==> src/rtl/csf_pkg.sv <==
// Package: shared constants and types for the carrier-smoothed code filter.
`default_nettype none

package csf_pkg;

   localparam int NUM_SATS_DEF   = 64;
   localparam int MEAS_WIDTH_DEF = 48;

   localparam int SAT_W  = 6;
   localparam int WIN_W  = 11;
   localparam int CALC_W = 64;

   localparam logic [WIN_W-1:0] WIN_LIMIT = 11'd1024;
   localparam logic [WIN_W-1:0] WIN_RESET = 11'd100;
   localparam logic [WIN_W-1:0] WIN_ONE   = 11'd1;

   typedef enum logic [2:0] {
      ST_IDLE,
      ST_LOAD,
      ST_MUL,
      ST_START,
      ST_DIV,
      ST_FIX,
      ST_DONE
   } csf_state_type;

endpackage

`default_nettype wire

==> src/rtl/csf_div.sv <==
// Divider: iterative unsigned restoring division by the window, two quotient bits per cycle.
`default_nettype none

module csf_div (
   input  logic                         clock,
   input  logic                         reset,
   input  logic                         start,
   input  logic [csf_pkg::CALC_W-1:0]   dividend,
   input  logic [csf_pkg::WIN_W-1:0]    divisor,
   output logic                         done,
   output logic [csf_pkg::CALC_W-1:0]   quotient
);
   import csf_pkg::*;

   localparam int STEPS = CALC_W / 2;
   localparam int CNT_W = $clog2(STEPS);

   logic              busy_ff, busy_in;
   logic              done_ff, done_in;
   logic [CNT_W-1:0]  cnt_ff, cnt_in;
   logic [CALC_W-1:0] quo_ff, quo_in;
   logic [WIN_W-1:0]  rem_ff, rem_in;
   logic [WIN_W-1:0]  div_ff, div_in;

   logic [WIN_W:0]    t0, t1;
   logic              ge0, ge1;
   logic [WIN_W-1:0]  r0, r1;
   logic [CALC_W-1:0] q0, q1;

   always_comb begin
      t0  = {rem_ff, quo_ff[CALC_W-1]};
      ge0 = (t0 >= {1'b0, div_ff});
      r0  = ge0 ? WIN_W'(t0 - {1'b0, div_ff}) : WIN_W'(t0);
      q0  = {quo_ff[CALC_W-2:0], ge0};
      t1  = {r0, q0[CALC_W-1]};
      ge1 = (t1 >= {1'b0, div_ff});
      r1  = ge1 ? WIN_W'(t1 - {1'b0, div_ff}) : WIN_W'(t1);
      q1  = {q0[CALC_W-2:0], ge1};
   end

   always_comb begin
      busy_in = busy_ff;
      done_in = 1'b0;
      cnt_in  = cnt_ff;
      quo_in  = quo_ff;
      rem_in  = rem_ff;
      div_in  = div_ff;
      priority if (start) begin
         busy_in = 1'b1;
         cnt_in  = '0;
         quo_in  = dividend;
         rem_in  = '0;
         div_in  = divisor;
      end else if (busy_ff) begin
         quo_in = q1;
         rem_in = r1;
         cnt_in = cnt_ff + 1'b1;
         if (cnt_ff == CNT_W'(STEPS - 1)) begin
            busy_in = 1'b0;
            done_in = 1'b1;
         end
      end else begin
         busy_in = 1'b0;
      end
   end

   always_ff @(posedge clock) begin
      if (reset) begin
         busy_ff <= 1'b0;
         done_ff <= 1'b0;
         cnt_ff  <= '0;
      end else begin
         busy_ff <= busy_in;
         done_ff <= done_in;
         cnt_ff  <= cnt_in;
      end
   end

   always_ff @(posedge clock) begin
      quo_ff <= quo_in;
      rem_ff <= rem_in;
      div_ff <= div_in;
   end

   assign done     = done_ff;
   assign quotient = quo_ff;

endmodule

`default_nettype wire

==> config.mk <==
export PLATFORM = sky130hd
export DESIGN_NAME = csf_div
export DESIGN_NICKNAME = d
export VERILOG_FILES = /design/src/rtl/csf_pkg.sv /design/src/rtl/csf_div.sv
export SDC_FILE = /design/constraint.sdc
export NUM_CORES = 1
export LEC_CHECK = 0
export ABC_CLOCK_PERIOD_IN_PS = 4300
export BUFFER_PORTS_ARGS = -buffer_cell sky130_fd_sc_hd__buf_2
export CORE_ASPECT_RATIO = 1.1
export CORE_MARGIN = 5
export CORE_UTILIZATION = 35
export CTS_BUF_LIST = sky130_fd_sc_hd__clkbuf_4
export DETAILED_ROUTE_END_ITERATION = 6
export SLEW_MARGIN = 20
export SYNTH_ARGS = -nofsm -noshare
export SYNTH_HDL_FRONTEND = slang
export SYNTH_SLANG_ARGS = --single-unit
==> constraint.sdc <==
create_clock -name clock -period 4.3 [get_ports clock]
set_clock_uncertainty 0.05 [all_clocks]
set_input_delay 0.43 -clock clock [delete_from_list [all_inputs] [get_ports clock]]
set_output_delay 0.43 -clock clock [all_outputs]
set_load 0.1 [all_outputs]
==> flow_summary_export.csv, run 1 <==
group,metric,value,unit
critical_path,timing.rr.end,"rem_ff[4]",
detailed_routing,ant_nets,0,
critical_path,cp_slowest_cell,"edfxtp_1",
power_and_ir_drop,p_leak,2.64,nW
detailed_routing,drt_iter0_markers,163,
floorplanning,core.rowCount,46,
synth,synth_top_family_by_area,"multiplexers",
critical_path,critPathLaunchType,"flip-flop",
critical_path,path_max_fanout,8,
timing,tns,0,ps
place,dp_cells,716,
clock_tree,insertion_delay,450,ps
detailed_routing,wl_per_cell,16.7,um
synth,synthXorXnorAreaFrac,3.13,%
grt,antenna_found_initial,1,
critical_path,cp_slowest_stage_delay,430,ps
floorplanning,die_x,124,um
job,drv_cap,0,
clock_tree,clock_sinks,93,
critical_path,reg2regPathDepth,16,
clock_tree,cts-htree-levels,3,
timing,tightest_slew,779,ps
synth,syn_area,5030,um2
synth,syn_inst,390,
timing,timing.fmax,246,MHz
clock_tree,cts.clk_slew.worst_paths,160,ps
grt,overflow,0,
synth,ys_async_sr_fraction,0,%
power_and_ir_drop,powerDensity,519,nW/um2
synth,ys_types,57,
synth,syn-num-nets,494,
hold_path,hold_path.class,"input pin to flip-flop",
layout,area_growth,22.8,%
synth,post-synth-top-area-cell,"edfxtp_1",
hold_path,min-delay-start,"divisor[10]",
timing,maxSlewHeadroom,48.0,%
clock_tree,clock_path_buffers,2,
critical_path,cp.arrival,4370,ps
critical_path,crit_buf_inv,1,
floorplanning,start_util,35.3,%
layout,drive_gt1_share,46.7,%
synth,synthTopCellsByCount,"edfxtp_1, mux2_2, nor2_1",
timing,final_hold_viol_count,0,
critical_path,reg2reg_slack,230,ps
synth,yosys.area_share.adder,6.76,%
detailed_routing,routed_wl,12200,um
hold_path,min_to,"div_ff[10]",
grt,met3_usage,7.02,%
power_and_ir_drop,vdd_drop_max,0.000259,V
critical_path,path_delay_family,"compound AO/OA/AOI/OAI gates",
clock_tree,cts_tree,"done",
hold_path,worstHoldPathCells,1,
timing,rsz0062_at_grt,"false",
synth,netlist.area_leader.share,44.7,%
timing,maxSlewViolCount,0,
synth,ys.flop_type,"edfxtp_1",
layout,fin_nets,639,
clock_tree,numCtsBuffers,9,
critical_path,crit_type,"flip-flop to flip-flop",
place,port_buffers,142,
grt,use_met2,24.8,%
critical_path,r2r-start,"div_ff[0]",
synth,synth-warning-count,0,
synth,avgSynthCellArea,12.9,um2
synth,synth-compound-area-share,9.50,%
layout,fin_cells,733,
layout,final_cell_area,6180,um2
power_and_ir_drop,finalPower,3.21,mW
synth,synth_seq_cells,93,
synth,ys_seq_area_share,51.9,%
grt,grt_pass1_wl,19700,um
timing,period_share,94.6,%
grt,grt_use_met1,15.7,%
synth,yosysMostFrequentCell,"edfxtp_1",
synth,synth_edf_count,75,
critical_path,critPathCaptureType,"flip-flop",
grt,track_usage,14.6,%
grt,grt_pass1_vias,3918,
grt,busiest_layer,"met2",
timing,period_needed,4070,ps
synth,synth-simple-area-share,7.48,%
detailed_routing,first_pass_iters,4,
place,postPlaceCellArea,5990,um2
critical_path,critPathRequiredTime,4600,ps
critical_path,crit_chain,"ha_2 -> fa_2 -> nand2b_4 -> o2bb2ai_4 -> a21oi_2 -> o21a_4 -> mux2i_1 -> ha_1 -> nor2b_1 -> o2111ai_1 -> nand2_1 -> o31ai_4 -> o2111ai_4 -> buf_4 -> mux2i_1 -> a211oi_1",
clock_tree,cts_setup_buffers,0,
run_status,status,"finished clean",
synth,synth_mux_area_share,18.3,%
detailed_routing,drc,0,
clock_tree,cts.root.buffer_cell,"clkbuf_4",
floorplanning,coreArea,14300,um2
grt,grt_max_degree,64,
floorplanning,die_h,136,um
layout,final_util,43.3,%
detailed_routing,via_count,3644,
critical_path,crit_path_frequent_cell,"mux2i_1",
detailed_routing,vias_per_cell,4.97,
synth,yosys-top-cells-area,"edfxtp_1, mux2_2, dfxtp_1",
timing,setup_viol,0,
floorplanning,dieArea,16900,um2
place,gp_congestion,0.857,
floorplanning,io_pins,143,
place,hpwlAfterDp,9440,um
stage by stage:
stage	hold slack, ps	worst slack [ps]
after floorplan	417	-340
after global placement	431	194
after detailed placement	442	94.6
after CTS	51.8	48.2
after global routing	35.4	7.67
final	99.1	231
worst reg2reg max path, cell delays in order, from the launching register on:
cell       delay (ps)
edfxtp_1          430
ha_2              220
fa_2              350
nand2b_4          160
o2bb2ai_4         160
a21oi_2           190
o21a_4            210
mux2i_1           260
ha_1              310
nor2b_1           170
o2111ai_1         240
nand2_1           150
o31ai_4           290
o2111ai_4         240
buf_4             240
mux2i_1           130
a211oi_1          200
how the worst max path moves through the flow:
stage | startpoint | to | slack (ps) | depth (start not counted)
3_3_place_gp | div_ff[0] | rem_ff[1] | 190 | 16
6_report | div_ff[0] | rem_ff[4] | 230 | 16
3_5_place_dp | div_ff[0] | rem_ff[2] | 90 | 16
2_1_floorplan | quotient[63] | quotient[0] | -340 | 18
4_1_cts | div_ff[0] | rem_ff[2] | 50 | 16
5_1_grt | div_ff[0] | rem_ff[5] | 8 | 16
placed cells by master (no fill, tap or decap), drive strengths merged, types with 3 or more instances in the layout:
| cell type | instances |
|---|---|
| buf | 147 |
| mux2i | 13 |
| nand4 | 5 |
| o21ai | 4 |
| or2 | 3 |
| and3 | 4 |
| xnor2 | 10 |
| dfxtp | 18 |
| a31oi | 4 |
| xor2 | 8 |
| nor2 | 27 |
| clkbuf | 10 |
| ha | 24 |
| nor2b | 5 |
| a211oi | 8 |
| inv | 22 |
| mux2 | 69 |
| a21o | 8 |
| nor3 | 6 |
| nand2 | 14 |
| o21a | 4 |
| a21oi | 15 |
| o2111ai | 3 |
| edfxtp | 75 |
| nand3 | 5 |
state kept, by name, indices dropped and copies added, names as in the netlist:
register,flops
rem_ff,11
done,1
cnt_ff,5
div_ff,11
busy_ff,1
quotient,64
layer usage:
metal	vias to the layer above	part of all wire (%)
li1	1758	-
met1	1722	39
met2	134	49
met3	28	9.1
met4	2	2.7
met5	-	0.16
area by class of cell:
class | count | area, um2
Fill cell | 1401 | 8090
Sequential cell | 93 | 2610
Multi-Input combinational cell | 264 | 2330
Timing Repair Buffer | 147 | 751
Tap cell | 192 | 240
Clock inverter | 6 | 93.8
Clock buffer | 10 | 75.1
Inverter | 20 | 75.1
Antenna cell | 1 | 2.50
where the power goes:
group | switching, mW | internal [mW] | leakage [nW]
registers | 0.0602 | 1.09 | 0.899
clock network | 0.314 | 0.248 | 0.0876
logic | 1.01 | 0.485 | 1.65
total | 1.38 | 1.82 | 2.64
timing repair:
action | in CTS | in global routing
hold buffers | 0 | 0
endpoints found under the setup margin | 0 | 10
gates resized for setup | 0 | 4
kinds of logic (layout without fill, tap and decap cells):
group                      count (synthesis)  count (layout)
AOI/OAI and AO/OA                         62              62
xor gates and xnor gates                  18              18
adders and majority gates                 26              26
buffers and inverters                     33             183
DFF                                       93              93
muxes                                     82              82
other                                      0               1
and+or+nand+nor                           76              76
(Power assumes the default switching activity.)
==> run 2, diff against run 1 <==
PLACE_DENSITY_LB_ADDON = 0.12   (was not set)
==> flow_summary_export.csv, run 2 (synthesized netlist as in run 1, its figures left out) <==
group,metric,value,unit
critical_path,r2r-start,"div_ff[0]",
layout,fin_cells,740,
detailed_routing,drc,0,
power_and_ir_drop,power_frac_seq,34.6,%
grt,antenna_found_initial,2,
place,dp_cells,718,
run_status,status,"finished clean",
floorplanning,core.rowCount,46,
floorplanning,die_h,136,um
hold_path,min_to,"div_ff[2]",
grt,grt_use_met1,16.1,%
grt,busiest_layer,"met2",
detailed_routing,routed_wl,12200,um
place,port_buffers,142,
critical_path,cp_slowest_stage_delay,430,ps
grt,met3_usage,6.15,%
clock_tree,cts.root.buffer_cell,"clkbuf_4",
power_and_ir_drop,p_leak,2.69,nW
clock_tree,clock_sinks,93,
floorplanning,die_x,124,um
grt,grt_pass1_wl,19000,um
floorplanning,io_pins,143,
grt,overflow,0,
critical_path,reg2regPathDepth,16,
layout,fin_nets,646,
layout,layout_commonest_cell,"buf_2",
timing,period_needed,4090,ps
critical_path,path_max_fanout,8,
timing,tightest_slew,673,ps
power_and_ir_drop,finalPower,3.33,mW
hold_path,min-delay-start,"divisor[2]",
timing,maxSlewHeadroom,55.1,%
layout,area_growth,24.3,%
clock_tree,cts_tree,"done",
timing,final_hold_viol_count,0,
clock_tree,insertion_delay,470,ps
floorplanning,coreArea,14300,um2
grt,grt_pass1_vias,3727,
detailed_routing,wl_per_cell,16.4,um
power_and_ir_drop,swShare,42.3,%
critical_path,cp.arrival,4430,ps
timing,tns,0,ps
floorplanning,start_util,35.3,%
layout,drive_gt1_share,47.3,%
layout,nFillCells,1436,
timing,setup_viol,0,
timing,maxSlewViolCount,0,
layout,layout_common_cells,"buf_2, edfxtp_1, mux2_2",
detailed_routing,drt_iter0_markers,138,
critical_path,critPathLaunchType,"flip-flop",
power_and_ir_drop,pwr-share-clk,19.2,%
hold_path,hold_path.class,"input pin to flip-flop",
grt,track_usage,14.2,%
clock_tree,cts.clk_slew.worst_paths,160,ps
timing,timing.fmax,244,MHz
power_and_ir_drop,switchingPower,1.41,mW
power_and_ir_drop,p_int,1.92,mW
critical_path,timing.rr.end,"rem_ff[10]",
grt,grt_max_degree,52,
job,drv_cap,0,
power_and_ir_drop,vdd_drop_max,0.000242,V
detailed_routing,vias_per_cell,4.81,
floorplanning,dieArea,16900,um2
place,gp_congestion,0.873,
critical_path,critPathCaptureType,"flip-flop",
detailed_routing,first_pass_iters,4,
critical_path,reg2reg_slack,210,ps
place,hpwlAfterDp,9110,um
critical_path,critPathRequiredTime,4640,ps
power_and_ir_drop,powerDensity,532,nW/um2
critical_path,crit_chain,"ha_2 -> fa_2 -> nand2b_4 -> o2bb2ai_4 -> a21oi_2 -> o21a_4 -> mux2i_1 -> ha_1 -> nor2b_1 -> o2111ai_1 -> nand2_1 -> o31ai_4 -> o2111ai_4 -> buf_4 -> a211o_1 -> a21bo_1",
layout,largest_register_ffs,64,
layout,regArea,2610,um2
grt,use_met2,23.9,%
detailed_routing,via_count,3562,
critical_path,crit_type,"flip-flop to flip-flop",
layout,multi_input_area,2320,um2
detailed_routing,ant_nets,0,
critical_path,cp_slowest_cell,"edfxtp_1",
clock_tree,clock_path_buffers,2,
power_and_ir_drop,pwr-share-comb,46.2,%
clock_tree,cts-htree-levels,3,
hold_path,worstHoldPathCells,1,
clock_tree,numCtsBuffers,9,
timing,period_share,95.1,%
[run 2: cell type report]
cell class / instances / share of cell area (%)
Sequential cell: 93 / 41.8
Multi-Input combinational cell: 264 / 37.1
Timing Repair Buffer: 154 / 12.8
Tap cell: 192 / 3.84
Clock inverter: 7 / 2.08
Inverter: 20 / 1.20
Clock buffer: 9 / 1.08
Antenna cell: 1 / 0.0400
[run 2: how the worst max path moves through the flow]
stage | slack (ps) | from | cells past startpoint | end
2_1_floorplan | -340 | quotient[63] | 18 | quotient[0]
3_3_place_gp | 80 | div_ff[0] | 16 | rem_ff[6]
3_5_place_dp | -10 | div_ff[0] | 16 | rem_ff[4]
4_1_cts | 80 | div_ff[0] | 16 | rem_ff[4]
5_1_grt | -8 | div_ff[0] | 16 | rem_ff[10]
6_report | 210 | div_ff[0] | 16 | rem_ff[10]
[run 2: repair_timing]
item                       CTS  global route
setup buffers                0             5
setup endpoints to repair    4             8
resized for setup            1             1
pin swaps                    0             2
hold buffers                 0             0
[run 2: stage by stage]
step / worst slack [ps] / utilization [%] / cell area, um2 / hold WS [ps]
global placement: 83.2 / 42.1 / 6010 / 431
detailed placement: -13.0 / 42.1 / 6010 / 454
finish: 209 / 43.8 / 6250 / 75.6
global route: -7.80 / 43.8 / 6250 / 34.5
floorplan: -340 / - / 5080 / 417
CTS: 84.0 / 43.5 / 6210 / 26.1
[run 2: power by group through the flow]
stage / logic, mW / clock network [mW] / registers, mW
after floorplan: 0.752 / 0 / 1.65
after global placement: 1.48 / 0 / 1.17
after detailed placement: 1.48 / 0 / 1.17
after CTS: 1.48 / 0.667 / 1.15
after global routing: 1.64 / 0.698 / 1.17
final: 1.54 / 0.639 / 1.15
[run 2: worst max-delay path: cells and delay by family, from the launching register on]
family	cells	cell delay (ps)
and+or+nand+nor	3	490
AOI/OAI and AO/OA	8	1690
adders and majority gates	3	880
buffers and inverters	1	220
DFF	1	430
muxes	1	250
[run 2: metal layers]
layer,share of wire [%],vias up
li1,-,1777
met1,41,1664
met2,48,95
met3,8.2,22
met4,2.2,4
met5,0.22,-
==> run 3, diff against run 2 <==
CTS_BUF_LIST = sky130_fd_sc_hd__clkbuf_16   (was sky130_fd_sc_hd__clkbuf_4)
==> flow_summary_export.csv, run 3 (synthesized netlist as in run 1, its figures left out) <==
group,metric,value,unit
clock_tree,cts-htree-levels,3,
job,drv_cap,0,
grt,overflow,0,
timing,rsz0062_at_grt,"false",
detailed_routing,drt_iter0_markers,134,
clock_tree,clock_path_buffers,2,
layout,drive_gt1_share,47.4,%
timing,maxSlewViolCount,0,
critical_path,critPathLaunchType,"flip-flop",
critical_path,crit_type,"flip-flop to flip-flop",
layout,layout_commonest_cell,"buf_2",
clock_tree,cts.root.buffer_cell,"clkbuf_16",
layout,largest_register_ffs,64,
critical_path,crit_start,"div_ff[0]",
grt,grt_pass1_vias,3748,
timing,timing.fmax,245,MHz
place,port_buffers,142,
clock_tree,clock_sinks,93,
timing,final_hold_viol_count,0,
clock_tree,hold_buffers,0,
clock_tree,cts_tree,"done",
power_and_ir_drop,p_leak,2.76,nW
clock_tree,numCtsBuffers,9,
timing,tns,0,ps
power_and_ir_drop,swShare,39.5,%
critical_path,cp_slowest_stage_delay,400,ps
critical_path,critPathRequiredTime,4490,ps
clock_tree,cts.clk_slew.worst_paths,70,ps
timing,period_share,94.9,%
floorplanning,core.rowCount,46,
detailed_routing,vias_per_cell,4.84,
detailed_routing,ant_nets,0,
layout,layout_common_cells,"buf_2, edfxtp_1, mux2_2",
floorplanning,coreArea,14300,um2
layout,nFillCells,1420,
critical_path,cp.arrival,4270,ps
timing,tightest_slew,666,ps
critical_path,endpoint,"rem_ff[10]",
critical_path,critPathCaptureType,"flip-flop",
critical_path,timing.rr.end,"rem_ff[10]",
grt,grt_pass1_wl,19100,um
detailed_routing,via_count,3584,
detailed_routing,drc,0,
critical_path,reg2regPathDepth,16,
layout,final_util,45.0,%
detailed_routing,wl_per_cell,16.4,um
place,dp_cells,718,
floorplanning,start_util,35.3,%
power_and_ir_drop,powerDensity,568,nW/um2
timing,maxSlewHeadroom,55.6,%
critical_path,path_max_fanout,8,
layout,fin_cells,740,
power_and_ir_drop,power_frac_seq,31.6,%
floorplanning,io_pins,143,
critical_path,reg2reg_slack,220,ps
grt,antenna_found_initial,2,
timing,whs,208,ps
power_and_ir_drop,pwr-share-comb,42.4,%
layout,fin_nets,647,
run_status,status,"finished clean",
timing,setup_viol,0,
power_and_ir_drop,vdd_drop_max,0.000272,V
power_and_ir_drop,switchingPower,1.44,mW
floorplanning,dieArea,16900,um2
critical_path,r2r-start,"div_ff[0]",
power_and_ir_drop,finalPower,3.65,mW
detailed_routing,first_pass_iters,4,
layout,multi_input_area,2320,um2
critical_path,cp_slowest_cell,"edfxtp_1",
layout,antenna_cells,0,
floorplanning,die_x,124,um
grt,track_usage,14.3,%
layout,regArea,2610,um2
floorplanning,die_h,136,um
clock_tree,insertion_delay,340,ps
place,gp_congestion,0.873,
place,hpwlAfterDp,9110,um
power_and_ir_drop,p_int,2.20,mW
layout,area_growth,27.5,%
power_and_ir_drop,pwr-share-clk,26.0,%
critical_path,crit_chain,"ha_2 -> fa_2 -> nand2b_4 -> o2bb2ai_4 -> a21oi_2 -> o21a_4 -> mux2_2 -> ha_4 -> a21o_1 -> a21oi_1 -> nand2_1 -> o31ai_4 -> o2111ai_4 -> buf_4 -> a211o_1 -> a21bo_1",
grt,grt_max_degree,52,
detailed_routing,routed_wl,12200,um
hold_path,hold_path.class,"input pin to flip-flop",
timing,period_needed,4080,ps
[run 3: cell count changes in the layout (fill, tap and decap cells not counted), sizes merged]
| cell | change |
|---|---|
| buf | +1 |
| diode | -1 |
[run 3: final cells by class]
cell class,instances,share of cell area [%]
clock inverter,7,2.03
tap,192,3.74
inverter,20,1.17
sequential,93,40.7
multi-input combinational,264,36.2
clock buffer,9,3.51
timing repair buffer,155,12.6
[run 3: critical path: cells and delay by family (launching register included)]
kind            cells  cell delay, ps
compound gates      9            1780
fa+ha+maj           3             820
buf+inv             1             210
flops               1             400
mux                 1             390
simple gates        2             310
[run 3: how the worst min path moves through the flow]
stage          cells past startpoint  slack (ps)        from         to
3_5_place_dp                       2         450   cnt_ff[4]  cnt_ff[4]
5_1_grt                            1         200  divisor[0]  div_ff[0]
6_report                           1         210  divisor[0]  div_ff[0]
3_3_place_gp                       2         430   cnt_ff[4]  cnt_ff[4]
4_1_cts                            1         190  divisor[0]  div_ff[0]
2_1_floorplan                      2         420   cnt_ff[4]  cnt_ff[4]
[run 3: power groups by stage]
stage	clock [mW]	combinational, mW	sequential [mW]
after detailed placement	0	1.48	1.17
after floorplan	0	0.752	1.65
after global routing	1.01	1.65	1.17
after CTS	0.978	1.48	1.16
after global placement	0	1.48	1.17
final	0.948	1.54	1.15
[run 3: metrics by stage]
| stage | setup WS [ps] | area (um2) |
|---|---|---|
| after detailed placement | -13.0 | 6010 |
| after global placement | 83.2 | 6010 |
| after CTS | 91.1 | 6370 |
| after floorplan | -340 | 5080 |
| final | 218 | 6420 |
| after global routing | 15.0 | 6420 |
[run 3: repair_timing]
item / in CTS / in global routing
setup endpoints to repair: 4 / 7
pin swaps: 0 / 2
buffers inserted: 0 / 6
resized for setup: 1 / 1
hold endpoints to repair: 0 / 0
[run 3: routing by layer]
layer	track usage [%]	routed length [um]	part of all wire [%]	vias up
li1	-	-	-	1777
met1	16.2	4970	41	1684
met2	24.0	5940	49	102
met3	6.39	1010	8.3	17
met4	4.69	221	1.8	4
met5	0	25	0.21	-
